### src/hdl/tdds_pkg.sv
// Shared types, constants and codes for the toroidal diffusion and degradation step block.
`timescale 1ns / 1ps
`default_nettype none

package tdds_pkg;

  // Default grid geometry, handed to the top level as parameter defaults.
  localparam int MAX_WIDTH_DEF  = 64;
  localparam int MAX_HEIGHT_DEF = 64;
  localparam int SPECIES_DEF    = 16;

  // Field and register widths.
  localparam int COORD_W    = 6;
  localparam int SPEC_W     = 4;
  localparam int AMOUNT_W   = 32;
  localparam int OUTFLOW_W  = 48;
  localparam int RATE_W     = 16;
  localparam int SIZE_W     = 7;
  localparam int CFG_IDX_W  = 2;
  localparam int CFG_DATA_W = 16;

  // Reset value of both wrap sizes.
  localparam logic [SIZE_W-1:0] SIZE_RESET = 7'd64;

  // Datapath widths: nine-value sum, stencil magnitude and its split for the multiplier.
  localparam int SUM_W    = AMOUNT_W + 4;
  localparam int MAG_W    = 35;
  localparam int MUL_LO_W = 18;

  // Operation codes.
  localparam logic [1:0] OP_WRITE = 2'd0;
  localparam logic [1:0] OP_STEP  = 2'd1;
  localparam logic [1:0] OP_SWAP  = 2'd2;
  localparam logic [1:0] OP_READ  = 2'd3;

  // Configuration register indexes.
  localparam logic [CFG_IDX_W-1:0] CFG_SPREAD = 2'd0;
  localparam logic [CFG_IDX_W-1:0] CFG_DECAY  = 2'd1;
  localparam logic [CFG_IDX_W-1:0] CFG_WIDTH  = 2'd2;
  localparam logic [CFG_IDX_W-1:0] CFG_HEIGHT = 2'd3;

  // Neighbor offsets along one axis.
  localparam logic [1:0] NB_PREV = 2'd0;
  localparam logic [1:0] NB_SAME = 2'd1;
  localparam logic [1:0] NB_NEXT = 2'd2;

  // Input request.
  typedef struct packed {
    logic [1:0]          operation;
    logic [COORD_W-1:0]  cell_x;
    logic [COORD_W-1:0]  cell_y;
    logic [SPEC_W-1:0]   species_index;
    logic [AMOUNT_W-1:0] amount_in;
  } in_item_t;

  // Result request.
  typedef struct packed {
    logic [AMOUNT_W-1:0]  amount_out;
    logic [OUTFLOW_W-1:0] outflow_total;
  } out_item_t;

  // Commands from the controller to the datapath.
  typedef struct packed {
    logic       clear;
    logic       latch;
    logic       wr_item;
    logic       swap;
    logic       zero_res;
    logic       rd_take;
    logic       mod_init;
    logic       mod_step;
    logic       nb_rd;
    logic [1:0] nb_col;
    logic [1:0] nb_row;
    logic       diff;
    logic       mul_lo;
    logic       mul_hi;
    logic       fresh;
    logic       degr;
    logic       wb;
    logic       out_load;
  } cmd_t;

  // Status from the datapath to the controller.
  typedef struct packed {
    logic       clear_last;
    logic [1:0] op;
  } sts_t;

endpackage

`default_nettype wire

### src/hdl/tdds_ctrl.sv
// Controller state machine that sequences clearing, requests and the stencil step.
`timescale 1ns / 1ps
`default_nettype none

module tdds_ctrl (
  input  wire logic           clk,
  input  wire logic           rst_n,
  input  wire logic           in_valid,
  output logic                in_ready,
  output logic                out_valid,
  input  wire logic           out_ready,
  input  wire tdds_pkg::sts_t sts,
  output tdds_pkg::cmd_t      cmd
);
  import tdds_pkg::*;

  localparam int CW = $clog2(COORD_W);

  typedef enum logic [13:0] {
    S_CLEAR    = 14'b00000000000001,
    S_IDLE     = 14'b00000000000010,
    S_DISPATCH = 14'b00000000000100,
    S_RDWAIT   = 14'b00000000001000,
    S_MOD      = 14'b00000000010000,
    S_NBRD     = 14'b00000000100000,
    S_SUMEND   = 14'b00000001000000,
    S_DIFF     = 14'b00000010000000,
    S_MULLO    = 14'b00000100000000,
    S_MULHI    = 14'b00001000000000,
    S_FRESH    = 14'b00010000000000,
    S_DEGR     = 14'b00100000000000,
    S_WB       = 14'b01000000000000,
    S_FIN      = 14'b10000000000000
  } state_t;

  state_t          state_r, state_nxt;
  logic [CW-1:0]   cnt_r, cnt_nxt;
  logic [1:0]      col_r, col_nxt;
  logic [1:0]      row_r, row_nxt;
  logic            out_valid_r, out_valid_nxt;

  assign in_ready  = (state_r == S_IDLE);
  assign out_valid = out_valid_r;

  // Next state and command decode.
  always_comb begin
    state_nxt     = state_r;
    cnt_nxt       = cnt_r;
    col_nxt       = col_r;
    row_nxt       = row_r;
    out_valid_nxt = out_valid_r;
    cmd           = '0;
    if (out_valid_r && out_ready) begin
      out_valid_nxt = 1'b0;
    end
    case (state_r)
      S_CLEAR: begin
        cmd.clear = 1'b1;
        if (sts.clear_last) begin
          state_nxt = S_IDLE;
        end
      end
      S_IDLE: begin
        if (in_valid) begin
          cmd.latch = 1'b1;
          state_nxt = S_DISPATCH;
        end
      end
      S_DISPATCH: begin
        case (sts.op)
          OP_WRITE: begin
            cmd.wr_item  = 1'b1;
            cmd.zero_res = 1'b1;
            state_nxt    = S_FIN;
          end
          OP_SWAP: begin
            cmd.swap     = 1'b1;
            cmd.zero_res = 1'b1;
            state_nxt    = S_FIN;
          end
          OP_READ: begin
            state_nxt = S_RDWAIT;
          end
          default: begin
            cmd.mod_init = 1'b1;
            cnt_nxt      = '0;
            state_nxt    = S_MOD;
          end
        endcase
      end
      S_RDWAIT: begin
        cmd.rd_take = 1'b1;
        state_nxt   = S_FIN;
      end
      // One remainder bit per cycle for both coordinates.
      S_MOD: begin
        cmd.mod_step = 1'b1;
        if (cnt_r == CW'(COORD_W - 1)) begin
          cnt_nxt   = '0;
          col_nxt   = NB_PREV;
          row_nxt   = NB_PREV;
          state_nxt = S_NBRD;
        end else begin
          cnt_nxt = cnt_r + CW'(1);
        end
      end
      // Walk the 3x3 neighborhood, one read per cycle.
      S_NBRD: begin
        cmd.nb_rd  = 1'b1;
        cmd.nb_col = col_r;
        cmd.nb_row = row_r;
        if (col_r == NB_NEXT) begin
          col_nxt = NB_PREV;
          if (row_r == NB_NEXT) begin
            state_nxt = S_SUMEND;
          end else begin
            row_nxt = row_r + 2'd1;
          end
        end else begin
          col_nxt = col_r + 2'd1;
        end
      end
      S_SUMEND: begin
        state_nxt = S_DIFF;
      end
      S_DIFF: begin
        cmd.diff  = 1'b1;
        state_nxt = S_MULLO;
      end
      S_MULLO: begin
        cmd.mul_lo = 1'b1;
        state_nxt  = S_MULHI;
      end
      S_MULHI: begin
        cmd.mul_hi = 1'b1;
        state_nxt  = S_FRESH;
      end
      S_FRESH: begin
        cmd.fresh = 1'b1;
        state_nxt = S_DEGR;
      end
      S_DEGR: begin
        cmd.degr  = 1'b1;
        state_nxt = S_WB;
      end
      S_WB: begin
        cmd.wb    = 1'b1;
        state_nxt = S_FIN;
      end
      // Hand the result over once the output register is free.
      S_FIN: begin
        if (!out_valid_r || out_ready) begin
          cmd.out_load  = 1'b1;
          out_valid_nxt = 1'b1;
          state_nxt     = S_IDLE;
        end
      end
      default: begin
        state_nxt = S_IDLE;
      end
    endcase
  end

  // Control registers.
  always_ff @(posedge clk) begin
    if (!rst_n) begin
      state_r     <= S_CLEAR;
      cnt_r       <= '0;
      col_r       <= NB_PREV;
      row_r       <= NB_PREV;
      out_valid_r <= 1'b0;
    end else begin
      state_r     <= state_nxt;
      cnt_r       <= cnt_nxt;
      col_r       <= col_nxt;
      row_r       <= row_nxt;
      out_valid_r <= out_valid_nxt;
    end
  end

endmodule

`default_nettype wire

### config.mk
export PLATFORM = sky130hd
export DESIGN_NAME = tdds_ctrl
export DESIGN_NICKNAME = d
export VERILOG_FILES = /design/src/hdl/tdds_pkg.sv /design/src/hdl/tdds_ctrl.sv
export SDC_FILE = /design/constraint.sdc
export NUM_CORES = 1
export LEC_CHECK = 0
export BUFFER_PORTS_ARGS = -buffer_cell sky130_fd_sc_hd__buf_2
export CAP_MARGIN = 25
export CORE_UTILIZATION = 35
export CTS_CLUSTER_DIAMETER = 200
export DETAILED_ROUTE_END_ITERATION = 8
export PLACE_DENSITY = 0.65
export SYNTH_ARGS = -nofsm -noshare
export SYNTH_HDL_FRONTEND = slang
export SYNTH_SLANG_ARGS = --single-unit
### constraint.sdc
create_clock -name clk -period 2.2 [get_ports clk]
set_input_delay 0.11 -clock clk [delete_from_list [all_inputs] [get_ports clk]]
set_output_delay 0.11 -clock clk [all_outputs]
set_load 0.005 [all_outputs]
==> flow_metrics.tcl, run 1 <==
set metrics [dict create \
    vias 1228 \
    critPathArrivalTime_ns 1.97 \
    antenna_found_initial 0 \
    port-buffer-count 28 \
    relSlewSlack 0.637 \
    worst_pin_slew_ns 0.541 \
    r2r-end "cnt_r[0]" \
    syn_nets 167 \
    fmax_ghz 0.480 \
    syn_area_um2 1300 \
    root_buffer "clkbuf_8" \
    overflow 0 \
    final_nets 199 \
    cp-startpoint "state_r[4]" \
    numCtsBuffers 3 \
    r2r_cells 7 \
    avgSynthCellArea_um2 8.18 \
    first_iter_violations 64 \
    min_period_ns 2.08 \
    seqCellArea_um2 440 \
    synth_compound_area_frac 0.119 \
    synth_edf_count 0 \
    grt_pass1_wl_mm 4.86 \
    max-cap-violations 0 \
    setup_violations 0 \
    antenna_cells 0 \
    cpMostUsedCell "nor4_4" \
    clk_latency_ns 0.26 \
    first_global_vias 1114 \
    cts_tree "done" \
    worst_path_largest_cell_delay_ns 0.37 \
    ant_nets 0 \
    grt.total_usage 0.151 \
    crit_type "flip-flop to output port" \
    multi_input_area_um2 826 \
    synth_warnings 0 \
    synth_top_family_by_area "simple AND/OR/NAND/NOR gates" \
    status "completed" \
    p_leak_nw 0.682 \
    synth-simple-area-share 0.480 \
    drv_slew 0 \
    hold_violations 0 \
    clk_pin_slew_ns 0.08 \
    drt-vias-per-instance 5.23 \
    grt_max_degree 15 \
    die_x_um 62.9 \
    rows 21 \
    nFillCells 350 \
    muxShareOfSynthArea 0 \
    syn_inst 159 \
    critPathMaxFanout 7 \
    core_area_um2 3440 \
    clockBufferDepth 2 \
    synth_xor_area_frac 0.0135 \
    post-place-ws_ns 0.268 \
    end_kind "output port" \
    crit_slowest_cell "dfxtp_1" \
    p_per_area_nw_per_um2 469 \
    wl_mm 2.97 \
    drc 0 \
    min_period_over_period 0.948 \
    start_util 0.378 \
    drive_gt1_frac 0.243 \
    synth_seq_cells 22 \
    rsz0062_at_grt "true" \
    fin_skew_ns 0.00396 \
    ff2ff_setup_slack_ns 0.34 \
    path_cells "nor4_4 > buf_4 > nand3_4 > nor4_4 > and2b_2 > nor2b_1 > buf_2" \
    synth_fa_ha_area_frac 0.00962 \
    r2r-start "state_r[4]" \
    postCtsHoldBufs 0 \
    area_growth_pct 19.2 \
    cp-start-kind "flip-flop" \
    htree_num_levels 1 \
    die-area_um2 3960 \
    required_ns 2.09 \
    place_congestion 0.828 \
    async_flop_share 0 \
    seq_area_frac_synth 0.339 \
    dr.pass1.iters 6 \
    vdd_drop_max_v 0.000407 \
    yosysUniqueCellTypes 47 \
    dieHeight_um 62.9 \
    setup_ws_ns 0.115 \
    synth_ff_type "dfxtp_1" \
    ios 29 \
    hold_path_class "primary input to flip-flop" \
    dp_hpwl_mm 2.31 \
    wl_per_cell_um 12.6 \
    endpoint "cmd[17]" \
    finalSetupTns_ns 0 \
    cts.sinks 22 \
]
cell usage after synthesis (2+ instances only):
cell type	number	area share
nor3_1	6	0.023
dfxtp_1	22	0.34
a211oi_1	2	0.012
nand4_1	2	0.0096
a21oi_1	9	0.035
o21ai_0	2	0.0077
a31oi_1	2	0.0096
and3_1	5	0.024
or3_1	2	0.0096
nand2_1	13	0.038
nand3b_1	4	0.023
nor2b_1	4	0.019
o22ai_1	2	0.0096
nor4_1	5	0.024
and2_1	6	0.029
inv_1	4	0.012
nor2_1	21	0.061
nand3_1	7	0.027
nand2b_1	9	0.043
o21a_1	2	0.012
nor4_4	3	0.049
and2b_1	2	0.012
cell type report:
type | count | share of cell area
Sequential cell | 22 | 0.284
Multi-Input combinational cell | 127 | 0.533
Clock buffer | 3 | 0.0266
Timing Repair Buffer | 31 | 0.105
Tap cell | 46 | 0.0371
Inverter | 6 | 0.0145
critical path, delay by kind of cell (launching register included):
family,cells,cell delay (ns)
buffers and inverters,2,0.30
flip-flops,1,0.37
AND/OR/NAND/NOR,5,1.04
cell usage in the layout, fill, tap and decap left out, drive strengths merged, types with 2 or more instances in the layout:
cell type and n:
o22ai 2, buf 31, clkbuf 3, nor3 6, nand3b 5, o21ai 2
a31oi 2, nor2b 4, nand4 2, a211oi 2, nand3 8, and2b 2
inv 5, nor4 9, nand2b 10, or3 2, dfxtp 22, nand2 13
nor2 21, o21a 2, and2 7, a21oi 9, and3 5
routing by layer:
layer	global-route usage	up-vias	share of wire
met1	0.190	572	0.49
met2	0.261	24	0.47
met4	0.0233	0	0.0040
met5	0	-	0
li1	-	630	-
met3	0.0383	2	0.037
logic make-up after synthesis:
logic type | after synthesis
simple gates | 100
compound gates | 24
flops | 22
buf+inv | 10
xor+xnor | 2
fa+ha+maj | 1
power breakdown:
group	internal, mW	switching (mW)	leakage [nW]
Sequential	0.402	0.00878	0.178
Combinational	0.0287	0.0376	0.482
Clock	0.122	0.127	0.0216
Total	0.553	0.174	0.682
worst min-delay path by stage:
stage	start	endpoint	slack (ns)	cells after the start
after detailed placement	sts[0]	state_r[3]	0.42	2
after global placement	sts[0]	state_r[3]	0.40	2
final	sts[0]	state_r[3]	0.15	2
after CTS	sts[0]	state_r[3]	0.15	2
after global routing	sts[0]	state_r[3]	0.15	2
after floorplan	rst_n	state_r[0]	0.18	1
stage by stage:
step                      utilization  area (µm²)  hold slack, ns  instances  power [mW]
after CTS                       0.443        1530           0.152        234       0.734
after global routing            0.450        1550           0.150        235       0.761
final                           0.450        1550           0.151        235       0.726
after floorplan                     -        1300           0.183        159       0.459
after global placement          0.431        1490           0.401        231       0.486
after detailed placement        0.431        1490           0.423        231       0.486
registers in the layout (all words and copies together), names as in the netlist:
| register | flops |
|---|---|
| cnt_r | 3 |
| state_r | 14 |
| out_valid | 1 |
| col_r | 2 |
| row_r | 2 |
repair_timing:
item                                    4_1_cts  5_1_grt
gates resized for setup                       0        3
buffers inserted                              0        1
endpoints found under the setup margin        0        2
(Power assumes the default switching activity.)
==> inputs of run 2 (changes only) <==
--- a/config.mk
+++ b/config.mk
@@ -10,7 +10,7 @@
 export CORE_UTILIZATION = 35
 export CTS_CLUSTER_DIAMETER = 200
 export DETAILED_ROUTE_END_ITERATION = 8
-export PLACE_DENSITY = 0.65
+export PLACE_DENSITY = 0.67
 export SYNTH_ARGS = -nofsm -noshare
 export SYNTH_HDL_FRONTEND = slang
 export SYNTH_SLANG_ARGS = --single-unit
==> constraint.sdc (replaced) <==
create_clock -name clk -period 1.9 [get_ports clk]
set_input_delay 0.095 -clock clk [delete_from_list [all_inputs] [get_ports clk]]
set_output_delay 0.095 -clock clk [all_outputs]
set_load 0.005 [all_outputs]
==> run 2 against run 1 <==
Largest cell class unchanged. Hold slack lost 0.017 ns. Total power grew 20%. First-iteration DRC count shrank 23%. The run now ends with setup timing left.
==> flow_metrics.tcl, run 2 (synthesis gave the netlist of run 1 again) <==
set metrics [dict create \
    status "finished, violations left" \
    violations "setup timing" \
    cts_tree "done" \
    ios 29 \
    hold_ws_ns 0.134 \
    cts.sinks 22 \
    critPathTopFamily "simple AND/OR/NAND/NOR gates" \
    vdd_drop_max_v 0.000394 \
    clk_latency_ns 0.26 \
    regMostFlops "state_r" \
    vias 1321 \
    min_period_ns 1.93 \
    place_congestion 0.816 \
    grt_pass1_wl_mm 5.17 \
    worst_path_largest_cell_delay_ns 0.33 \
    reg_top3 "state_r x14, cnt_r x3" \
    antenna_found_initial 0 \
    finalSetupTns_ns -0.114 \
    worst_pin_slew_ns 0.410 \
    die-area_um2 3960 \
    path_cells "buf_4 > nor3_2 > buf_4 > nand4_1 > nand2b_4 > inv_2 > buf_4 > and2_1 > buf_2" \
    overflow 0 \
    first_global_vias 1165 \
    dp_cells 242 \
    required_ns 1.80 \
    ant_nets 0 \
    antenna_cells 0 \
    final_cell_mix "27 x buf_2, 23 x buf_4, 21 x nor2_1" \
    fmax_ghz 0.518 \
    dr.pass1.iters 4 \
    final_nets 221 \
    setup_violations 5 \
    drt-vias-per-instance 5.14 \
    cp-start-kind "flip-flop" \
    setup_ws_ns -0.0307 \
    rsz0062_at_grt "true" \
    relSlewSlack 0.726 \
    largest_register_ffs 14 \
    critPathArrivalTime_ns 1.84 \
    hold_violations 0 \
    dp_hpwl_mm 2.38 \
    min_period_over_period 1.02 \
    drc 0 \
    htree_num_levels 1 \
    first_iter_violations 49 \
    crit_buf_inv 5 \
    crit_slowest_cell "dfxtp_2" \
    cpMostUsedCell "buf_4" \
    final_cells 257 \
    drive_gt1_frac 0.408 \
    final_area_um2 1810 \
    p_leak_nw 0.817 \
    wl_per_cell_um 12.7 \
    clk_pin_slew_ns 0.08 \
    start_util 0.378 \
    die_x_um 62.9 \
    grt_max_degree 15 \
    wl_mm 3.27 \
    critPathMaxFanout 6 \
    area_growth_pct 39.5 \
    drv_slew 0 \
    dieHeight_um 62.9 \
    max-cap-violations 0 \
    crit_type "flip-flop to output port" \
    placed_cell_area_um2 1570 \
    numCtsBuffers 3 \
    hold_path_class "primary input to flip-flop" \
    post-place-ws_ns 0.0275 \
    rows 21 \
    final_common_cell "buf_2" \
    core_area_um2 3440 \
    clockBufferDepth 2 \
    port-buffer-count 28 \
    p_per_area_nw_per_um2 480 \
    grt.total_usage 0.164 \
    fin_skew_ns 0.00149 \
    root_buffer "clkbuf_8" \
    end_kind "output port" \
]
-- run 2: cell types whose count changed in the layout (fill, tap and decap cells not counted), sizes merged --
cell  previous run  this run
buf             31        53
-- run 2: path summary, 6_finish.rpt --
check                           startpoint         end  slack, ns  cells past startpoint
worst max register to register  state_r[8]  state_r[5]       0.05                      9
worst min-delay path                sts[1]  state_r[3]       0.13                      2
worst max-delay path            state_r[8]      cmd[8]      -0.03                      9
worst min register to register    row_r[0]    row_r[0]       0.47                      2
-- run 2: final cells by class --
| class | instances | area (µm²) |
|---|---|---|
| Fill cell | 332 | 1630 |
| Clock buffer | 3 | 41.3 |
| Tap cell | 46 | 57.6 |
| Multi-Input combinational cell | 127 | 903 |
| Sequential cell | 22 | 447 |
| Timing Repair Buffer | 53 | 342 |
| Inverter | 6 | 22.5 |
-- run 2: through the flow --
| step | utilization | power [mW] |
|---|---|---|
| floorplan | - | 0.532 |
| global placement | 0.455 | 0.565 |
| detailed placement | 0.455 | 0.564 |
| CTS | 0.500 | 0.864 |
| global route | 0.527 | 0.911 |
| finish | 0.527 | 0.871 |
-- run 2: metal layers --
layer / GRT usage / up-vias / part of all wire
li1: - / 674 / -
met1: 0.204 / 621 / 0.44
met2: 0.276 / 22 / 0.51
met3: 0.0401 / 4 / 0.043
met4: 0.0523 / 0 / 0.011
met5: 0 / - / 0
-- run 2: timing repair --
item | CTS | global route
setup buffers | 10 | 2
pin swaps | 7 | 6
gates resized for setup | 9 | 19
setup endpoints to repair | 8 | 24
cloned | 0 | 0
hold buffers | 0 | 0
-- run 2: where the power goes --
part | switching, mW | leakage, nW | internal (mW)
clock network | 0.151 | 0.0216 | 0.142
logic | 0.0565 | 0.615 | 0.0491
registers | 0.00745 | 0.180 | 0.465
total | 0.215 | 0.817 | 0.656
